<file path="src/adsr_pkg.sv">
package adsr_pkg;

    localparam int FRAC_BITS = 24;
    localparam int COEFF_W   = 24;
    localparam int LEVEL_W   = 25;
    localparam int CV_W      = 26;
    localparam int FUNC_W    = 3;
    localparam int CFG_IDX_W = 3;
    localparam int DIFF_W    = LEVEL_W + 2;
    localparam int STEP_W    = DIFF_W + 1;
    localparam int PROD_W    = COEFF_W + 1 + DIFF_W;

    localparam int EPS_INT = ((1 << FRAC_BITS) + 500) / 1000;

    localparam logic signed [STEP_W-1:0] ONE_FX   = STEP_W'(1) << FRAC_BITS;
    localparam logic signed [STEP_W-1:0] EPS_FX   = STEP_W'(EPS_INT);
    localparam logic signed [CV_W-1:0]   HALF_CV  = CV_W'(1) << (FRAC_BITS - 1);
    localparam logic signed [PROD_W-1:0] ROUND_FX = PROD_W'(1) << (FRAC_BITS - 1);

    // function codes
    localparam logic [FUNC_W-1:0] FN_TICK     = 3'd0;
    localparam logic [FUNC_W-1:0] FN_GATE     = 3'd1;
    localparam logic [FUNC_W-1:0] FN_TRIG     = 3'd2;
    localparam logic [FUNC_W-1:0] FN_NOTE_ON  = 3'd3;
    localparam logic [FUNC_W-1:0] FN_NOTE_OFF = 3'd4;

    // register indexes
    localparam logic [CFG_IDX_W-1:0] REG_ATTACK_COEFF   = 3'd0;
    localparam logic [CFG_IDX_W-1:0] REG_DECAY_COEFF    = 3'd1;
    localparam logic [CFG_IDX_W-1:0] REG_RELEASE_COEFF  = 3'd2;
    localparam logic [CFG_IDX_W-1:0] REG_SUSTAIN_LEVEL  = 3'd3;
    localparam logic [CFG_IDX_W-1:0] REG_ATTACK_TARGET  = 3'd4;
    localparam logic [CFG_IDX_W-1:0] REG_RELEASE_TARGET = 3'd5;

    localparam logic [COEFF_W-1:0]        RST_ATTACK_COEFF   = 24'd16700598;
    localparam logic [COEFF_W-1:0]        RST_DECAY_COEFF    = 24'd16769538;
    localparam logic [COEFF_W-1:0]        RST_RELEASE_COEFF  = 24'd16773376;
    localparam logic [LEVEL_W-1:0]        RST_SUSTAIN_LEVEL  = 25'd11744051;
    localparam logic [LEVEL_W-1:0]        RST_ATTACK_TARGET  = 25'd20132659;
    localparam logic signed [LEVEL_W-1:0] RST_RELEASE_TARGET = -25'sd16777;

    typedef enum logic [2:0] {
        PH_IDLE,
        PH_ATTACK,
        PH_DECAY,
        PH_SUSTAIN,
        PH_RELEASE
    } phase_t;

endpackage

</file>
<file path="src/adsr_pole.sv">
module adsr_pole (
    input  logic [adsr_pkg::COEFF_W-1:0]       coeff,
    input  logic [adsr_pkg::LEVEL_W-1:0]       cur_level,
    input  logic signed [adsr_pkg::DIFF_W-1:0] target,
    output logic signed [adsr_pkg::STEP_W-1:0] step
);

    logic signed [adsr_pkg::STEP_W-1:0]  coeff_ext;
    logic signed [adsr_pkg::STEP_W-1:0]  coeff_sat;
    logic signed [adsr_pkg::COEFF_W:0]   coeff_s;
    logic signed [adsr_pkg::DIFF_W-1:0]  diff;
    logic signed [adsr_pkg::PROD_W-1:0]  prod;
    logic signed [adsr_pkg::PROD_W-1:0]  rounded;

    // a pole of 1.0 or more saturates just below 1.0
    assign coeff_ext = signed'(adsr_pkg::STEP_W'(coeff));
    assign coeff_sat = (coeff_ext >= adsr_pkg::ONE_FX)
                       ? (adsr_pkg::ONE_FX - signed'(adsr_pkg::STEP_W'(1)))
                       : coeff_ext;
    assign coeff_s   = coeff_sat[adsr_pkg::COEFF_W:0];

    assign diff    = signed'(adsr_pkg::DIFF_W'(cur_level)) - target;
    assign prod    = adsr_pkg::PROD_W'(coeff_s * diff);
    // round to nearest, ties toward +inf
    assign rounded = (prod + adsr_pkg::ROUND_FX) >>> adsr_pkg::FRAC_BITS;
    assign step    = signed'(adsr_pkg::STEP_W'(target)) + rounded[adsr_pkg::STEP_W-1:0];

endmodule

</file>
<file path="config.mk">
export PLATFORM = sky130hd
export DESIGN_NAME = adsr_pole
export DESIGN_NICKNAME = d
export VERILOG_FILES = /design/src/adsr_pkg.sv /design/src/adsr_pole.sv
export SDC_FILE = /design/constraint.sdc
export NUM_CORES = 2
export LEC_CHECK = 0
export ABC_AREA = 1
export BUFFER_PORTS_ARGS = -buffer_cell sky130_fd_sc_hd__buf_2
export CORE_ASPECT_RATIO = 0.8
export CORE_MARGIN = 5
export CORE_UTILIZATION = 30
export DETAILED_ROUTE_END_ITERATION = 12
export GPL_ROUTABILITY_DRIVEN = 0
export PLACE_DENSITY = 0.52
export SYNTH_ARGS = -nofsm -noshare
export SYNTH_HDL_FRONTEND = slang
export SYNTH_SLANG_ARGS = --single-unit
</file>
<file path="constraint.sdc">
create_clock -name vclk -period 18
set_input_delay 0.9 -clock vclk [all_inputs]
set_output_delay 0.9 -clock vclk [all_outputs]
set_load 0.1 [all_outputs]
</file>
# Word-level counts from Yosys, hierarchy flattened
# Index checks and enable logic that the tools add are counted.
# classes
magnitude_cmp	1
n_mux	1
n_mul	1
addsub	3
# op_table
op	n
$add 52x25->52 const B	1
$mul 25x27->52	1
$add 28x28->28	1
$sub 26x27->27	1
$ge 24x25->1 const B	1
$mux 24	1
# word_totals
input_bits	76
wordCells	6
ff_bits	0
output_inout_bits	28

# Longest topological paths before layout
# depth
depth_word	5
mapped_depth	57
mapped_depth_nobuf	56

# Worst setup path after synthesis
# No wires, ideal clock.
# synth_path
path_type	input to output
from	input cur_level[0] in the netlist's numbering
to	output step[22] in the netlist's numbering
required_ns	17.100
setup_slack_ns	6.757
arrival_ns	10.343
stages	41
n_path_buf	1
cell_sequence	inv_1 > ha_1 > fa_1 > inv_1 > nand3_1 > nand3_2 > nand2_1 > a31o_2 > buf_2 > nand3_1 > inv_1 > fa_1 > inv_1 > fa_1 > fa_1 > inv_1 > fa_1 > fa_1 > [5 not listed] > nand2_1 > nor2_1 > inv_1 > nor2_1 > inv_1 > nor2_1 > nand3_1 > nand3_1 > xor2_1 > ha_1 > nand2_1 > inv_1 > nand2_1 > nor3_1 > nand4_1 > nand3_1 > a21oi_1 > xnor2_1
# synth_via
elab_chain_len	4
# synth_rtl
item	line	source
start, declared	adsr_pole.sv:3	input logic [adsr_pkg::LEVEL_W-1:0] cur_level,
$sub 26x27->27	adsr_pole.sv:22	assign diff = signed'(adsr_pkg::DIFF_W'(cur_level)) - target;
$mul 25x27->52	adsr_pole.sv:23	assign prod = adsr_pkg::PROD_W'(coeff_s * diff);
$add 52x25->52	adsr_pole.sv:25	assign rounded = (prod + adsr_pkg::ROUND_FX) >>> adsr_pkg::FRAC_BITS;
$add 28x28->28	adsr_pole.sv:26	assign step = signed'(adsr_pkg::STEP_W'(target)) + rounded[adsr_pkg::STEP_W-1:0];
end, declared	adsr_pole.sv:5	output logic signed [adsr_pkg::STEP_W-1:0] step
# No other way between the ends.

# Worst setup path after layout
# layout_path
from	input target[9] in the netlist's numbering
to	output step[22] in the netlist's numbering
# layout_via
elab_chain_len	4
# layout_rtl
item	line	source
start, declared	adsr_pole.sv:4	input logic signed [adsr_pkg::DIFF_W-1:0] target,
$sub 26x27->27	adsr_pole.sv:22	
$mul 25x27->52	adsr_pole.sv:23	
$add 52x25->52	adsr_pole.sv:25	
$add 28x28->28 *	adsr_pole.sv:26	
# Every way passes the cells marked *; elsewhere a longest branch is shown, timed or not.

==> key figures <==
STA
  • Pins Over Slew Limit: 0
  • Tcrit/Tclk final: between 70% and 80%
  • Final hold vios: 0
  • F_max: 76.86 MHz
  • Slew margin rel.: 20.28%
  • Setup TNS: 0 ns
  • Worst slew pin tran: 1.194 ns
  • Period minus WS final: roughly 13 ns
  • Unrepaired setup endpoints after global routing: false
  • Final setup fails: 0

Min path
  • Hold Path Class: input pin to output port
  • Hold Path Stages: 4
  • Worst Min Path Start: target[8]
  • Hold-critical path endpoint: step[8]

Finish
  • Fillers: approximately 10000
  • Number of sequential cells: 0
  • Clkbuf count: 0
  • Sequential Area: 0 µm²
  • Nets@finish: 4597
  • Area growth from synthesis to layout: 6.360%
  • Ratio of cells with drive above 1 in the final layout: 5.227%

Clock network
  • Cts hold-fix bufs: 0
  • Setup repair bufs after CTS: 0
  • Resized cells post-CTS: 0

Global routing
  • Grt ovf: 0
  • First-pass GRT wire length: roughly 160000 µm
  • Total GRT Usage: 21.24%
  • Vias in the first global route: about 25000
  • Initial antenna violation count: 6
  • Largest net degree at the start of global routing: 27

Route
  • Routed Antenna Nets: 0
  • DRT Wirelength: 104200 µm
  • Drt via density: between 4 and 5
  • Drt wl/cell: 21.53 µm
  • Initial DRC Count: 1930
  • Initial DRT Pass Iterations: 6
  • Number of remaining DRC errors: 0
  • Total vias in the final route: 24030

Floorplan
  • Row cnt: 100
  • Die Wd: 350.8 µm
  • Total Die Area: 0.09916 mm²
  • I/O pins: roughly 100
  • Starting Density: a little under a third
  • Die Ht: 282.7 µm
  • Core Area: 0.09259 mm²

Run
  • Max Cap Viol: 0

Setup path
  • Critical Path AT: 12.11 ns
  • Critical Path Sink Type: output port
  • CP Launch Type: input pin
  • Slowest-stage cell, CP: nand2_1
  • Crit-path max FO: 14
  • Slowest stage delay, CP: 0.75 ns
  • WS Path Type: input pin to output port
  • Worst Path Required: 17.10 ns

Synth
  • Synthesized area: between 0.02 and 0.03 mm²
  • Most frequent cell after synthesis: inv_1
  • YS warnings: 0
  • Post-synth top area cell: fa_1
  • Synth Instances: 3592
  • Share of the synthesized area in the top cell type: between 40 and 50%
  • Syn Nets: 4571
  • Synth cell count leaders: inv_1 (954), fa_1 (678), nand2_1 (499), nor2_1 (490), nand3_1 (242)
  • Synth unique cells: 45
  • Seq/Total Area, Yosys: 0%
  • Synth Area per Inst: 7.761 µm²
  • Synth area leaders: fa_1 (49%), inv_1 (13%), ha_1 (10%)

Placed design
  • Post-DP HPWL: 87660 µm
  • IO Port Bufs: around 100

Run status
  • Status: finished clean
## area by class of cell
cell class	instances	area, µm²	share of cell area (%)
Timing Repair Buffer	139	783.3	2.642
Tap cell	1224	1531	5.165
Antenna cell	2	5.005	0.01688
Inverter	966	3626	12.23
Multi-Input combinational cell	2511	23710	79.95
## metrics by stage
stage               setup slack (ns)  area [µm²]  util [%]  hold slack, ns  std cells
floorplan                      6.757       27880         -           2.346       3592
global placement               5.249       29650     32.02           2.463       4840
detailed placement             5.308       29650     32.02           2.451       4840
CTS                            5.259       29650     32.02           2.460       4840
global route                   4.558       29650     32.02           2.491       4840
finish                         4.989       29650     32.02           2.458       4842
## worst max-delay path, delay by kind of cell
kind / cells / cell delay (ns)
compound gates: 3 / 0.58
xor+xnor: 2 / 0.54
simple gates: 18 / 4.24
buf+inv: 10 / 1.09
fa+ha+maj: 10 / 4.71
## kinds of logic after synthesis
kind of cell	Yosys count	share of synthesized area [%]
simple gates	1308	19.45
buf+inv	1081	14.99
fa+ha+maj	903	58.79
compound gates	246	4.941
xor+xnor	54	1.831
## placed cells by master (no fill, tap or decap), types with 3 or more instances in the layout
cell type  synthesis  final
xor2_2             5      6
buf_4              6     35
ha_1             225    225
a21oi_1          114    114
nor2_1           490    490
a21oi_2            3      3
nand3b_1           3      3
nand2_2           11     11
clkinv_1           5      5
nand2_1          499    499
fa_1             678    678
o21ai_0           72     72
inv_1            954    954
or2_2              9      9
xnor2_1            9      9
nor4_1             6      6
xor2_1            40     39
o21bai_1          17     17
a31oi_1           10     10
a21boi_0           3      3
a21o_1             6      6
nor2_2             3      3
nand4_1           17     17
inv_2              7      7
o21a_1            13     13
nor3_1            18     18
buf_2             26    104
nand3_1          242    242
## routing by layer
metal | track usage [%] | share of wire (%) | up-vias
met5 | 0 | 0.045 | -
met4 | 3.049 | 2.0 | 8
met3 | 5.881 | 12 | 118
met2 | 31.24 | 41 | 1213
met1 | 31.82 | 46 | 12100
li1 | - | - | 10580
## worst max-delay path by stage
| stage | slack, ns | startpoint | cells after the start | end |
|---|---|---|---|---|
| finish | 4.99 | target[9] | 43 | step[22] |
| global route | 4.56 | cur_level[0] | 45 | step[22] |
| CTS | 5.26 | target[0] | 44 | step[22] |
| detailed placement | 5.31 | target[9] | 43 | step[22] |
| global placement | 5.25 | target[0] | 44 | step[22] |
| floorplan | 6.76 | cur_level[0] | 41 | step[22] |
Power is not shown: default switching activity piles up to over one toggle a cycle in this logic, so the estimate is an artifact.
